File: src/sv/csrc_pkg.sv
// Shared constants, codes and helpers for the clip rectangle stack clipper.
package csrc_pkg;

  // Default stack depth and field widths
  localparam int STACK_DEPTH_DEF = 16;
  localparam int COORD_W = 16;
  localparam int EDGE_W = 13;
  localparam int LEVEL_W = 5;
  localparam int ENTRY_W = 4 * COORD_W;
  localparam int WIDE_W = 18;

  // Register reset values
  localparam logic [EDGE_W-1:0] FRAME_W_RST = 13'd640;
  localparam logic [EDGE_W-1:0] FRAME_H_RST = 13'd480;

  // Request codes
  localparam logic [1:0] REQ_PUSH = 2'd0;
  localparam logic [1:0] REQ_POP = 2'd1;
  localparam logic [1:0] REQ_CLIP = 2'd2;

  // Configuration register indexes
  localparam logic CFG_FRAME_W = 1'b0;
  localparam logic CFG_FRAME_H = 1'b1;

  typedef logic signed [WIDE_W-1:0] wide_t;

  // min(hi, max(v, lo)); hi wins when lo > hi
  function automatic wide_t clamp_edge(input wide_t v, input wide_t lo, input wide_t hi);
    wide_t t;
    t = (v < lo) ? lo : v;
    return (hi < t) ? hi : t;
  endfunction

endpackage

File: src/sv/csrc_store.sv
// Clip rectangle store: single write port, one registered read port.
module csrc_store #(
  parameter int DEPTH = csrc_pkg::STACK_DEPTH_DEF,
  parameter int AW = 4
) (
  input  logic                         clk,
  input  logic                         wr_en,
  input  logic [AW-1:0]                wr_addr,
  input  logic [csrc_pkg::ENTRY_W-1:0] wr_data,
  input  logic [AW-1:0]                rd_addr,
  output logic [csrc_pkg::ENTRY_W-1:0] rd_data
);

  logic [csrc_pkg::ENTRY_W-1:0] mem [DEPTH];
  logic [csrc_pkg::ENTRY_W-1:0] rd_data_r;

  // Write and registered read
  always_ff @(posedge clk) begin
    if (wr_en) begin
      mem[wr_addr] <= wr_data;
    end
    rd_data_r <= mem[rd_addr];
  end

  assign rd_data = rd_data_r;

endmodule

File: src/sv/clip_stack_rect_clipper.sv
// Clip rectangle stack clipper: push/pop a stack of clips, clip draw rectangles.
// Sequence: push, pop and unknown requests go from accept to ST_POST; a clip request
// steps ST_WALK once per stack entry (one store read per entry), then ST_FINAL and ST_POST.
// One item at a time: the next item is taken the cycle after the result is latched into the
// output register, which waits in ST_POST until out_valid is low or out_ready is high.
// Reset: stack empty, frame 640 x 480; store contents stay undefined (no clearing pass).
module clip_stack_rect_clipper #(
  parameter int STACK_DEPTH = csrc_pkg::STACK_DEPTH_DEF
) (
  input  logic                                clk,
  input  logic                                rst_n,
  // configuration
  input  logic                                cfg_we,
  input  logic                                cfg_index,
  input  logic [csrc_pkg::EDGE_W-1:0]         cfg_data,
  // input channel
  input  logic                                in_valid,
  output logic                                in_ready,
  input  logic [1:0]                          in_req_type,
  input  logic signed [csrc_pkg::COORD_W-1:0] in_rect_x,
  input  logic signed [csrc_pkg::COORD_W-1:0] in_rect_y,
  input  logic signed [csrc_pkg::COORD_W-1:0] in_rect_w,
  input  logic signed [csrc_pkg::COORD_W-1:0] in_rect_h,
  // result channel
  output logic                                out_valid,
  input  logic                                out_ready,
  output logic [csrc_pkg::EDGE_W-1:0]         out_clip_left,
  output logic [csrc_pkg::EDGE_W-1:0]         out_clip_top,
  output logic [csrc_pkg::EDGE_W-1:0]         out_clip_right,
  output logic [csrc_pkg::EDGE_W-1:0]         out_clip_bottom,
  output logic                                out_nothing_to_draw,
  output logic                                out_request_done,
  output logic [csrc_pkg::LEVEL_W-1:0]        out_stack_level
);

  localparam int AW = (STACK_DEPTH > 1) ? $clog2(STACK_DEPTH) : 1;
  localparam int CW = $clog2(STACK_DEPTH + 1);
  localparam int EW = csrc_pkg::EDGE_W;
  localparam int WW = csrc_pkg::WIDE_W;
  localparam logic [CW-1:0] DEPTH_C = CW'(STACK_DEPTH);

  typedef enum logic [3:0] {
    ST_IDLE  = 4'b0001,
    ST_WALK  = 4'b0010,
    ST_FINAL = 4'b0100,
    ST_POST  = 4'b1000
  } state_t;

  state_t st_r, st_nxt;

  logic [EW-1:0] fw_r, fh_r;
  logic [CW-1:0] count_r, count_nxt;
  logic [CW-1:0] d_r, d_nxt, d_inc;

  // latched draw rectangle
  logic signed [csrc_pkg::COORD_W-1:0] rx_r, ry_r, rw_r, rh_r;

  // effective clip window
  logic [EW-1:0] x0_r, y0_r, x1_r, y1_r;
  logic [EW-1:0] x0_nxt, y0_nxt, x1_nxt, y1_nxt;

  // pending result
  logic [EW-1:0] res_l_r, res_t_r, res_r_r, res_b_r;
  logic [EW-1:0] res_l_nxt, res_t_nxt, res_r_nxt, res_b_nxt;
  logic res_empty_r, res_empty_nxt, res_done_r, res_done_nxt;
  logic [csrc_pkg::LEVEL_W-1:0] res_level_r, res_level_nxt;

  // output register
  logic out_valid_r;
  logic [EW-1:0] out_l_r, out_t_r, out_r_r, out_b_r;
  logic out_empty_r, out_done_r;
  logic [csrc_pkg::LEVEL_W-1:0] out_level_r;

  // store interface
  logic mem_we;
  logic [AW-1:0] mem_waddr, mem_raddr;
  logic [csrc_pkg::ENTRY_W-1:0] mem_wdata, mem_rdata;

  logic in_acc, post_go;

  csrc_store #(
    .DEPTH(STACK_DEPTH),
    .AW(AW)
  ) u_store (
    .clk(clk),
    .wr_en(mem_we),
    .wr_addr(mem_waddr),
    .wr_data(mem_wdata),
    .rd_addr(mem_raddr),
    .rd_data(mem_rdata)
  );

  assign in_ready = (st_r == ST_IDLE);
  assign in_acc = in_valid && in_ready;
  assign post_go = (st_r == ST_POST) && (!out_valid_r || out_ready);
  assign d_inc = d_r + 1'b1;

  // push writes the entry on top of the stack at accept
  assign mem_we = in_acc && (in_req_type == csrc_pkg::REQ_PUSH) && (count_r < DEPTH_C);
  assign mem_waddr = count_r[AW-1:0];
  assign mem_wdata = {in_rect_h, in_rect_w, in_rect_y, in_rect_x};
  assign mem_raddr = (st_r == ST_WALK) ? d_inc[AW-1:0] : '0;

  // per-entry clamp to the frame, intersected with the window
  logic signed [csrc_pkg::COORD_W-1:0] cx, cy, cw, ch;
  csrc_pkg::wide_t fw_w, fh_w, cx0, cy0, cx1, cy1;

  always_comb begin
    cx = mem_rdata[15:0];
    cy = mem_rdata[31:16];
    cw = mem_rdata[47:32];
    ch = mem_rdata[63:48];
    fw_w = csrc_pkg::wide_t'({1'b0, fw_r});
    fh_w = csrc_pkg::wide_t'({1'b0, fh_r});
    cx0 = csrc_pkg::clamp_edge(WW'(cx), '0, fw_w);
    cy0 = csrc_pkg::clamp_edge(WW'(cy), '0, fh_w);
    cx1 = csrc_pkg::clamp_edge(WW'(cx) + WW'(cw), '0, fw_w);
    cy1 = csrc_pkg::clamp_edge(WW'(cy) + WW'(ch), '0, fh_w);
  end

  // final clamp of the draw rectangle
  csrc_pkg::wide_t a0, b0, a1, b1;
  logic draw_empty;

  always_comb begin
    a0 = csrc_pkg::clamp_edge(WW'(rx_r), WW'({1'b0, x0_r}), WW'({1'b0, x1_r}));
    b0 = csrc_pkg::clamp_edge(WW'(ry_r), WW'({1'b0, y0_r}), WW'({1'b0, y1_r}));
    a1 = csrc_pkg::clamp_edge(WW'(rx_r) + WW'(rw_r), WW'({1'b0, x0_r}),
                              WW'({1'b0, x1_r}));
    b1 = csrc_pkg::clamp_edge(WW'(ry_r) + WW'(rh_r), WW'({1'b0, y0_r}),
                              WW'({1'b0, y1_r}));
    draw_empty = (rw_r <= 0) || (rh_r <= 0) || (a0 >= a1) || (b0 >= b1);
  end

  function automatic logic [csrc_pkg::LEVEL_W-1:0] LEVEL_W_CAST(input logic [CW-1:0] c);
    return csrc_pkg::LEVEL_W'(c);
  endfunction

  // sequencer
  always_comb begin
    st_nxt = st_r;
    count_nxt = count_r;
    d_nxt = d_r;
    x0_nxt = x0_r;
    y0_nxt = y0_r;
    x1_nxt = x1_r;
    y1_nxt = y1_r;
    res_l_nxt = res_l_r;
    res_t_nxt = res_t_r;
    res_r_nxt = res_r_r;
    res_b_nxt = res_b_r;
    res_empty_nxt = res_empty_r;
    res_done_nxt = res_done_r;
    res_level_nxt = res_level_r;
    case (st_r)
      ST_IDLE: begin
        if (in_acc) begin
          res_l_nxt = '0;
          res_t_nxt = '0;
          res_r_nxt = '0;
          res_b_nxt = '0;
          res_empty_nxt = 1'b1;
          res_done_nxt = 1'b0;
          st_nxt = ST_POST;
          case (in_req_type)
            csrc_pkg::REQ_PUSH: begin
              if (count_r < DEPTH_C) begin
                count_nxt = count_r + 1'b1;
                res_done_nxt = 1'b1;
              end
            end
            csrc_pkg::REQ_POP: begin
              if (count_r != '0) begin
                count_nxt = count_r - 1'b1;
                res_done_nxt = 1'b1;
              end
            end
            csrc_pkg::REQ_CLIP: begin
              x0_nxt = '0;
              y0_nxt = '0;
              x1_nxt = fw_r;
              y1_nxt = fh_r;
              d_nxt = '0;
              st_nxt = (count_r == '0) ? ST_FINAL : ST_WALK;
            end
            default: begin
              // unknown request: ignored
            end
          endcase
          res_level_nxt = LEVEL_W_CAST(count_nxt);
        end
      end
      ST_WALK: begin
        if (cx0[EW-1:0] > x0_r) x0_nxt = cx0[EW-1:0];
        if (cy0[EW-1:0] > y0_r) y0_nxt = cy0[EW-1:0];
        if (cx1[EW-1:0] < x1_r) x1_nxt = cx1[EW-1:0];
        if (cy1[EW-1:0] < y1_r) y1_nxt = cy1[EW-1:0];
        d_nxt = d_inc;
        if (d_inc == count_r) st_nxt = ST_FINAL;
      end
      ST_FINAL: begin
        res_l_nxt = a0[EW-1:0];
        res_t_nxt = b0[EW-1:0];
        res_r_nxt = a1[EW-1:0];
        res_b_nxt = b1[EW-1:0];
        res_empty_nxt = draw_empty;
        res_done_nxt = 1'b1;
        res_level_nxt = LEVEL_W_CAST(count_r);
        st_nxt = ST_POST;
      end
      ST_POST: begin
        if (post_go) st_nxt = ST_IDLE;
      end
      default: begin
        st_nxt = ST_IDLE;
      end
    endcase
  end

  // control state
  always_ff @(posedge clk) begin
    if (!rst_n) begin
      st_r <= ST_IDLE;
      count_r <= '0;
      fw_r <= csrc_pkg::FRAME_W_RST;
      fh_r <= csrc_pkg::FRAME_H_RST;
      out_valid_r <= 1'b0;
    end else begin
      st_r <= st_nxt;
      count_r <= count_nxt;
      if (cfg_we) begin
        case (cfg_index)
          csrc_pkg::CFG_FRAME_W: fw_r <= cfg_data;
          csrc_pkg::CFG_FRAME_H: fh_r <= cfg_data;
          default: begin
          end
        endcase
      end
      if (post_go) begin
        out_valid_r <= 1'b1;
      end else if (out_ready) begin
        out_valid_r <= 1'b0;
      end
    end
  end

  // payload registers
  always_ff @(posedge clk) begin
    d_r <= d_nxt;
    x0_r <= x0_nxt;
    y0_r <= y0_nxt;
    x1_r <= x1_nxt;
    y1_r <= y1_nxt;
    res_l_r <= res_l_nxt;
    res_t_r <= res_t_nxt;
    res_r_r <= res_r_nxt;
    res_b_r <= res_b_nxt;
    res_empty_r <= res_empty_nxt;
    res_done_r <= res_done_nxt;
    res_level_r <= res_level_nxt;
    if (in_acc) begin
      rx_r <= in_rect_x;
      ry_r <= in_rect_y;
      rw_r <= in_rect_w;
      rh_r <= in_rect_h;
    end
    if (post_go) begin
      out_l_r <= res_l_r;
      out_t_r <= res_t_r;
      out_r_r <= res_r_r;
      out_b_r <= res_b_r;
      out_empty_r <= res_empty_r;
      out_done_r <= res_done_r;
      out_level_r <= res_level_r;
    end
  end

  assign out_valid = out_valid_r;
  assign out_clip_left = out_l_r;
  assign out_clip_top = out_t_r;
  assign out_clip_right = out_r_r;
  assign out_clip_bottom = out_b_r;
  assign out_nothing_to_draw = out_empty_r;
  assign out_request_done = out_done_r;
  assign out_stack_level = out_level_r;

endmodule
File: config.mk
export PLATFORM = sky130hd
export DESIGN_NAME = clip_stack_rect_clipper
export DESIGN_NICKNAME = d
export VERILOG_FILES = /design/src/sv/csrc_pkg.sv /design/src/sv/csrc_store.sv /design/src/sv/clip_stack_rect_clipper.sv
export SDC_FILE = /design/constraint.sdc
export NUM_CORES = 2
export LEC_CHECK = 0
export BUFFER_PORTS_ARGS = -buffer_cell sky130_fd_sc_hd__clkbuf_2
export CORE_MARGIN = 2
export CORE_UTILIZATION = 40
export CTS_CLUSTER_DIAMETER = 80
export DETAILED_ROUTE_END_ITERATION = 12
export PLACE_DENSITY = 0.63
export SETUP_SLACK_MARGIN = 0.1
export SLEW_MARGIN = 20
export SYNTH_ARGS = -nofsm -noshare
export SYNTH_HDL_FRONTEND = slang
export SYNTH_SLANG_ARGS = --single-unit
export TNS_END_PERCENT = 50
File: constraint.sdc
create_clock -name clk -period 23.2 [get_ports clk]
set_input_delay 2.32 -clock clk [delete_from_list [all_inputs] [get_ports clk]]
set_output_delay 2.32 -clock clk [all_outputs]
set_load 0.1 [all_outputs]
# [After elaboration in Yosys (flattened, before gate mapping)]
# Memories as Yosys holds them, arrays and structs flattened. A register that Yosys moved wholly into a read port is not among the register bits.
# Index checks and enable logic that the tools add are counted.
[op_classes] n_addsub=7 order_cmp=25 eq_ne=15 muxes=61 bitwise_logic=1 n_reduce_logical=25
[op_table] operator="two-way mux 18 bit" count=12
[op_table] operator="one-hot mux 13 bit (2 select lines)" count=8
[op_table] operator="two-way mux 13 bit" count=15
[op_table] operator="< comparator 14 x 18 -> 1 bit" count=8
[op_table] operator="adder 16 x 16 -> 17 bit" count=4
[op_table] operator="greater-or-equal comparator 18 bit" count=2
[op_table] operator="< comparator 17 x 1 -> 1 bit, second input constant" count=2
[op_table] operator="< comparator 17 x 14 -> 1 bit" count=2
[op_table] operator="less-or-equal comparator 16 x 1 -> 1 bit, second input constant" count=2
[op_table] operator="< comparator 16 x 1 -> 1 bit, second input constant" count=2
[op_table] operator="< comparator 16 x 14 -> 1 bit" count=2
[op_table] operator="one-hot mux 5 bit (2 select lines)" count=3
[op_table] operator="greater-than comparator 13 bit" count=2
[op_table] operator="< comparator 13 bit" count=2
[op_table] operator="two-way mux 5 bit" count=5
[op_table] operator="two-way mux 4 bit" count=5
[op_table] operator="one-hot mux 4 bit (4 select lines)" count=1
[op_table] operator="AND reduction 4 bit" count=4
[op_table] operator="inequality test 2 x 1 -> 1 bit, second input constant" count=7
[op_table] operator="adder 5 x 1 -> 5 bit, second input constant" count=2
[op_table] operator="two-way mux 1 bit" count=8
[op_table] operator="AND reduction 2 bit" count=4
[op_table] operator="one-hot mux 1 bit (2 select lines)" count=3
[op_table] operator="AND reduction 3 bit" count=2
[op_table] operator="19 further kinds" count=27
[totals] register_bits=275 ramBits=1024 input_bits=85 output_inout_bits=61 elab_cells=163 memories=1
[mem_list] memory="u_store.mem" depth=16 word_bits=64 rd=1 rd_ports_with_merged_regs=1 wr=1 line="csrc_store.sv:14" rtl="logic [csrc_pkg::ENTRY_W-1:0] mem [DEPTH];"

# [Logic depth before layout (Yosys ltp)]
[logic_depth] depth_word=9 ltp_mapped=40 ltp_nobuf=37

# [By module]
# Synthesis repeated with hierarchy kept, for this count alone.
[unflattened] cells_unflattened=3724 area_unflattened_um2=60453.0
[modules_own_cells] mod="csrc_store" instances=1 cells_each=1647 area_per_inst_um2=39581.7 seq_area_each_um2=32030.7
[modules_own_cells] mod="clip_stack_rect_clipper" instances=1 cells_each=2077 area_per_inst_um2=20871.3 seq_area_each_um2=7897.6

# [Least setup slack after synthesis]
# No wires, ideal clock.
[synth_path] path_type="register to register" start="register rx_r[0] in the netlist's numbering" end="register res_empty_r (data pin)" setup_time_ns=0.270 t_arrival_ns=7.879 required_time_ns=22.930 path_slack_ns=15.051 path_stages_with_launch=40 path_buffers=2 period_less_slack_ns=8.149 cell_sequence="edfxtp_1 -> ha_1 -> fa_1 -> a21o_1 -> a21oi_1 -> o21ai_1 -> a21bo_1 -> nor2_1 -> xnor2_1 -> ha_1 -> a21o_1 -> a21o_1 -> a2111oi_0 -> o211a_1 -> ha_1 -> clkbuf_1 -> inv_1 -> buf_1 -> (+4 left out) -> o311a_1 -> o21ai_0 -> a21oi_1 -> o211ai_1 -> a221o_1 -> ha_1 -> clkinv_1 -> mux2_2 -> ha_1 -> nand2b_1 -> a21o_1 -> a21o_1 -> a21o_1 -> a21o_1 -> a21o_1 -> a221o_1 -> o2111ai_1 -> o311ai_1"
[synth_via] elab_chain_cells=9 elab_cells_between_ends=13 cone_classes="1 x add/sub; 5 x order compare; 5 x mux; 2 x reduce/logical"
[synth_rtl] item="start, declared" line="clip_stack_rect_clipper.sv:56" rtl="logic signed [csrc_pkg::COORD_W-1:0] rx_r, ry_r, rw_r, rh_r;"
[synth_rtl] item="start signal, assigned" line="clip_stack_rect_clipper.sv:262" rtl="rx_r <= in_rect_x;"
[synth_rtl] item="adder 16 x 16 -> 17 bit *" line="clip_stack_rect_clipper.sv:128" rtl="a1 = csrc_pkg::clamp_edge(WW'(rx_r) + WW'(rw_r), WW'({1'b0, x0_r}),"
[synth_rtl] item="< comparator 17 x 14 -> 1 bit" line="csrc_pkg.sv:30" rtl="t = (v < lo) ? lo : v;"
[synth_rtl] item="two-way mux 18 bit *" line="csrc_pkg.sv:30"
[synth_rtl] item="< comparator 14 x 18 -> 1 bit" line="csrc_pkg.sv:31" rtl="return (hi < t) ? hi : t;"
[synth_rtl] item="two-way mux 18 bit *" line="csrc_pkg.sv:31"
[synth_rtl] item="via a1[0]" line="clip_stack_rect_clipper.sv:122" rtl="csrc_pkg::wide_t a0, b0, a1, b1;"
[synth_rtl] item="greater-or-equal comparator 18 bit *" line="clip_stack_rect_clipper.sv:132" rtl="draw_empty = (rw_r <= 0) || (rh_r <= 0) || (a0 >= a1) || (b0 >= b1);"
[synth_rtl] item="logical OR 1 bit * (2 in a row)" line="clip_stack_rect_clipper.sv:132"
[synth_rtl] item="one-hot mux 1 bit (2 select lines) *" line="clip_stack_rect_clipper.sv:155" rtl="case (st_r)"
[synth_rtl] item="end signal, assigned" line="clip_stack_rect_clipper.sv:258" rtl="res_empty_r <= res_empty_nxt;"
[synth_rtl] item="end, declared" line="clip_stack_rect_clipper.sv:65" rtl="logic res_empty_r, res_empty_nxt, res_done_r, res_done_nxt;"
# The timed path passes the listed nets; every way through them passes the cells marked *.
# A chain may end at the register's enable or synchronous reset.

# [Final worst setup path]
# Ends and elaborated chain as after synthesis.

==> impl_metrics.toml <==
[detailed_routing]
totalWireLength_um = 172000
via_per_inst = 5.68
num_vias = 37900
ant_nets = 0
drtIter0Drc = 4032
dr.pass1.iters = 6
route.detailed.drc = 0
wl_per_cell_um = 25.8

[sta]
setup_ws_ns = 13.70
min_period_over_period_pct = 40.9
holdWs_ns = 0.409
drv_slew = 0
skew_ns = 0.0337
rsz0062_at_grt = "false"
slew_headroom_pct = 24.3
setup_viol_count_final = 0
final.min_clock_period_ns = 9.50
fin_setup_tns_ns = 0
hold_viol_final = 0
tightest_slew_ns = 1.14
fmax_ghz = 0.105

[grt]
top_usage_layer = "met2"
grt_usage_pct = 21.7
grt_max_degree = 187
grt_pass1_wl_um = 249000
gr-total-overflow = 0
use_met3_pct = 3.72
grt_pass1_vias = 36300
grt_util_met2_pct = 33.7
antenna_found_initial = 33
use_met1_pct = 31.0

[logic_synthesis]
synth_seq_cells = 1363
synth.distinct_cells = 87
synth_nets = 4789
netlist_area_um2 = 61400
ys.flop_type = "edfxtp_1"
yosys_warnings = 0
synth_area_per_cell_um2 = 14.0
postSynthCellCount = 4395
async_flop_share_pct = 0
ys_seq_area_share_pct = 65.1
synth_edf_count = 1263

[clock_tree]
ctsHoldBuffers = 0
cts_tree = "done"
clkSlewWorstSetupHoldPaths_ns = 0.06
h-tree-depth = 4
clockBufferDepth = 3
numCtsBuffers = 141
cts-root-buf = "clkbuf_16"
cts_sinks = 1363
clkLatencyLatePin_ns = 0.80
ctsResizeCount = 0
post_cts_buffers = 0

[outcome]
status = "complete, no violations"

[worst_setup_path]
cp_slowest_cell = "inv_1"
cp_max_fo = 15
startpoint_type = "register"
cp_data_arrival_time_ns = 10.00
endpoint_kind = "register"
cpPeakStageDelay_ns = 0.46
worstPathRequired_ns = 23.70
rr_worst_depth = 35
path_class = "register to register"

[layout]
drive_gt1_share_pct = 12.2
area_growth_pct = 12.7
layout_common_cells = "edfxtp_1, nand2_1, mux2i_1"
fin_area_um2 = 69200
nFillCells = 13400
nNetsFinal = 4911
area.sequential_um2 = 39900
layout_commonest_cell = "edfxtp_1"
multiInputGateArea_um2 = 20200
stdcell_count = 6669

[power]
p_leak_uw = 0.0252
power_density_nw_per_um2 = 90.5
ir_drop_mv = 0.0610

[placed_design]
placed_area_um2 = 64500
place_inst = 6404
post-place-ws_ns = 13.69
routabilityCongestion = 0.909
port_buffers = 145
hpwl_um = 107000

[floorplan]
rows = 143
dieArea_um2 = 157000
fp.dieW_um = 396
die_y_um = 396
start_util_pct = 40.3
io_pins = 146
coreArea_um2 = 152000

[min_path]
hold_depth = 0
hold_class = "register to register"

[flow_run]
maxCapViolCount = 0
==> worst max-delay path, delay by kind of cell (launching register included) <==
family	cells	cell delay, ns
adders and majority gates	7	2.15
muxes	2	0.76
xor gates and xnor gates	1	0.23
AOI/OAI and AO/OA	21	4.38
DFF	1	0.43
buffers and inverters	2	0.86
and+or+nand+nor	2	0.35
==> flip-flops by register name (all words and copies together) (netlist names), 16 cells and up <==
| signal | count |
|---|---|
| rh_r | 16 |
| rw_r | 16 |
| rx_r | 16 |
| ry_r | 16 |
| u_store.mem | 1024 |
| u_store.rd_data | 64 |
==> power breakdown <==
group          switching [uW]  internal [uW]
clock network             973           1290
registers                69.2           2780
logic                     718            428
==> metal layers <==
metal  share of wire [%]  wire, um
met5               0.051        87
met4                 2.6      4430
met3                 7.7     13200
met2                  46     78300
met1                  44     75800
==> synthesized netlist by cell type (45+ instances only) <==
cell	count	area share (%)
mux2i_1	313	5.1
o21ai_0	94	0.77
a21oi_1	137	1.1
edfxtp_1	1263	62
and3_1	131	1.3
o21ai_1	52	0.42
and2_1	58	0.59
mux2_2	46	0.84
a21o_1	70	0.86
nor2_1	185	1.1
clkbuf_1	186	1.1
dfxtp_1	100	3.3
a31oi_1	128	1.3
ha_1	305	6.2
inv_1	147	0.90
a211oi_1	161	2.0
mux4_2	58	2.1
nand2b_1	45	0.46
nand2_1	367	2.2
o22ai_1	130	1.3
==> path summary, 6_finish.rpt <==
kind | start | endpoint | slack [ns]
setup / recovery | rx_r[0]$_DFFE_PP_ | res_empty_r$_SDFFCE_PN1P_ | 13.70
setup reg to reg | rx_r[0]$_DFFE_PP_ | res_empty_r$_SDFFCE_PN1P_ | 13.70
hold reg to reg | res_done_r$_DFFE_PP_ | out_request_done$_DFFE_PP_ | 0.41
hold / removal | res_done_r$_DFFE_PP_ | out_request_done$_DFFE_PP_ | 0.41
==> cell families (layout without fill, tap and decap cells) <==
logic type               count (synthesis)  in the layout  synth area share [%]
XOR/XNOR                                56             56                 0.799
adder cells (fa/ha/maj)                309            309                  6.35
AND/OR/NAND/NOR                        934            934                  7.30
AO/OA/AOI/OAI                          927            927                  9.87
multiplexers                           425            425                  8.23
buffers and inverters                  381            621                  2.37
other                                    0              4                     0
flip-flops                            1363           1363                  65.1
==> through the flow <==
stage / power (uW) / util [%]
floorplan: 3670 / -
detailed placement: 4030 / 42.4
global route: 6510 / 45.5
finish: 6260 / 45.5
CTS: 6280 / 45.5
global placement: 4020 / 42.4
==> area by class of cell <==
class | instances | area share, %
timing repair buffer | 210 | 1.83
tap | 2030 | 3.67
multi-input combinational | 2651 | 29.2
clock buffer | 185 | 5.49
sequential | 1363 | 57.7
antenna | 4 | 0.0145
inverter | 150 | 0.823
clock inverter | 76 | 1.25
No activity file was read; power rests on OpenSTA's default activity.
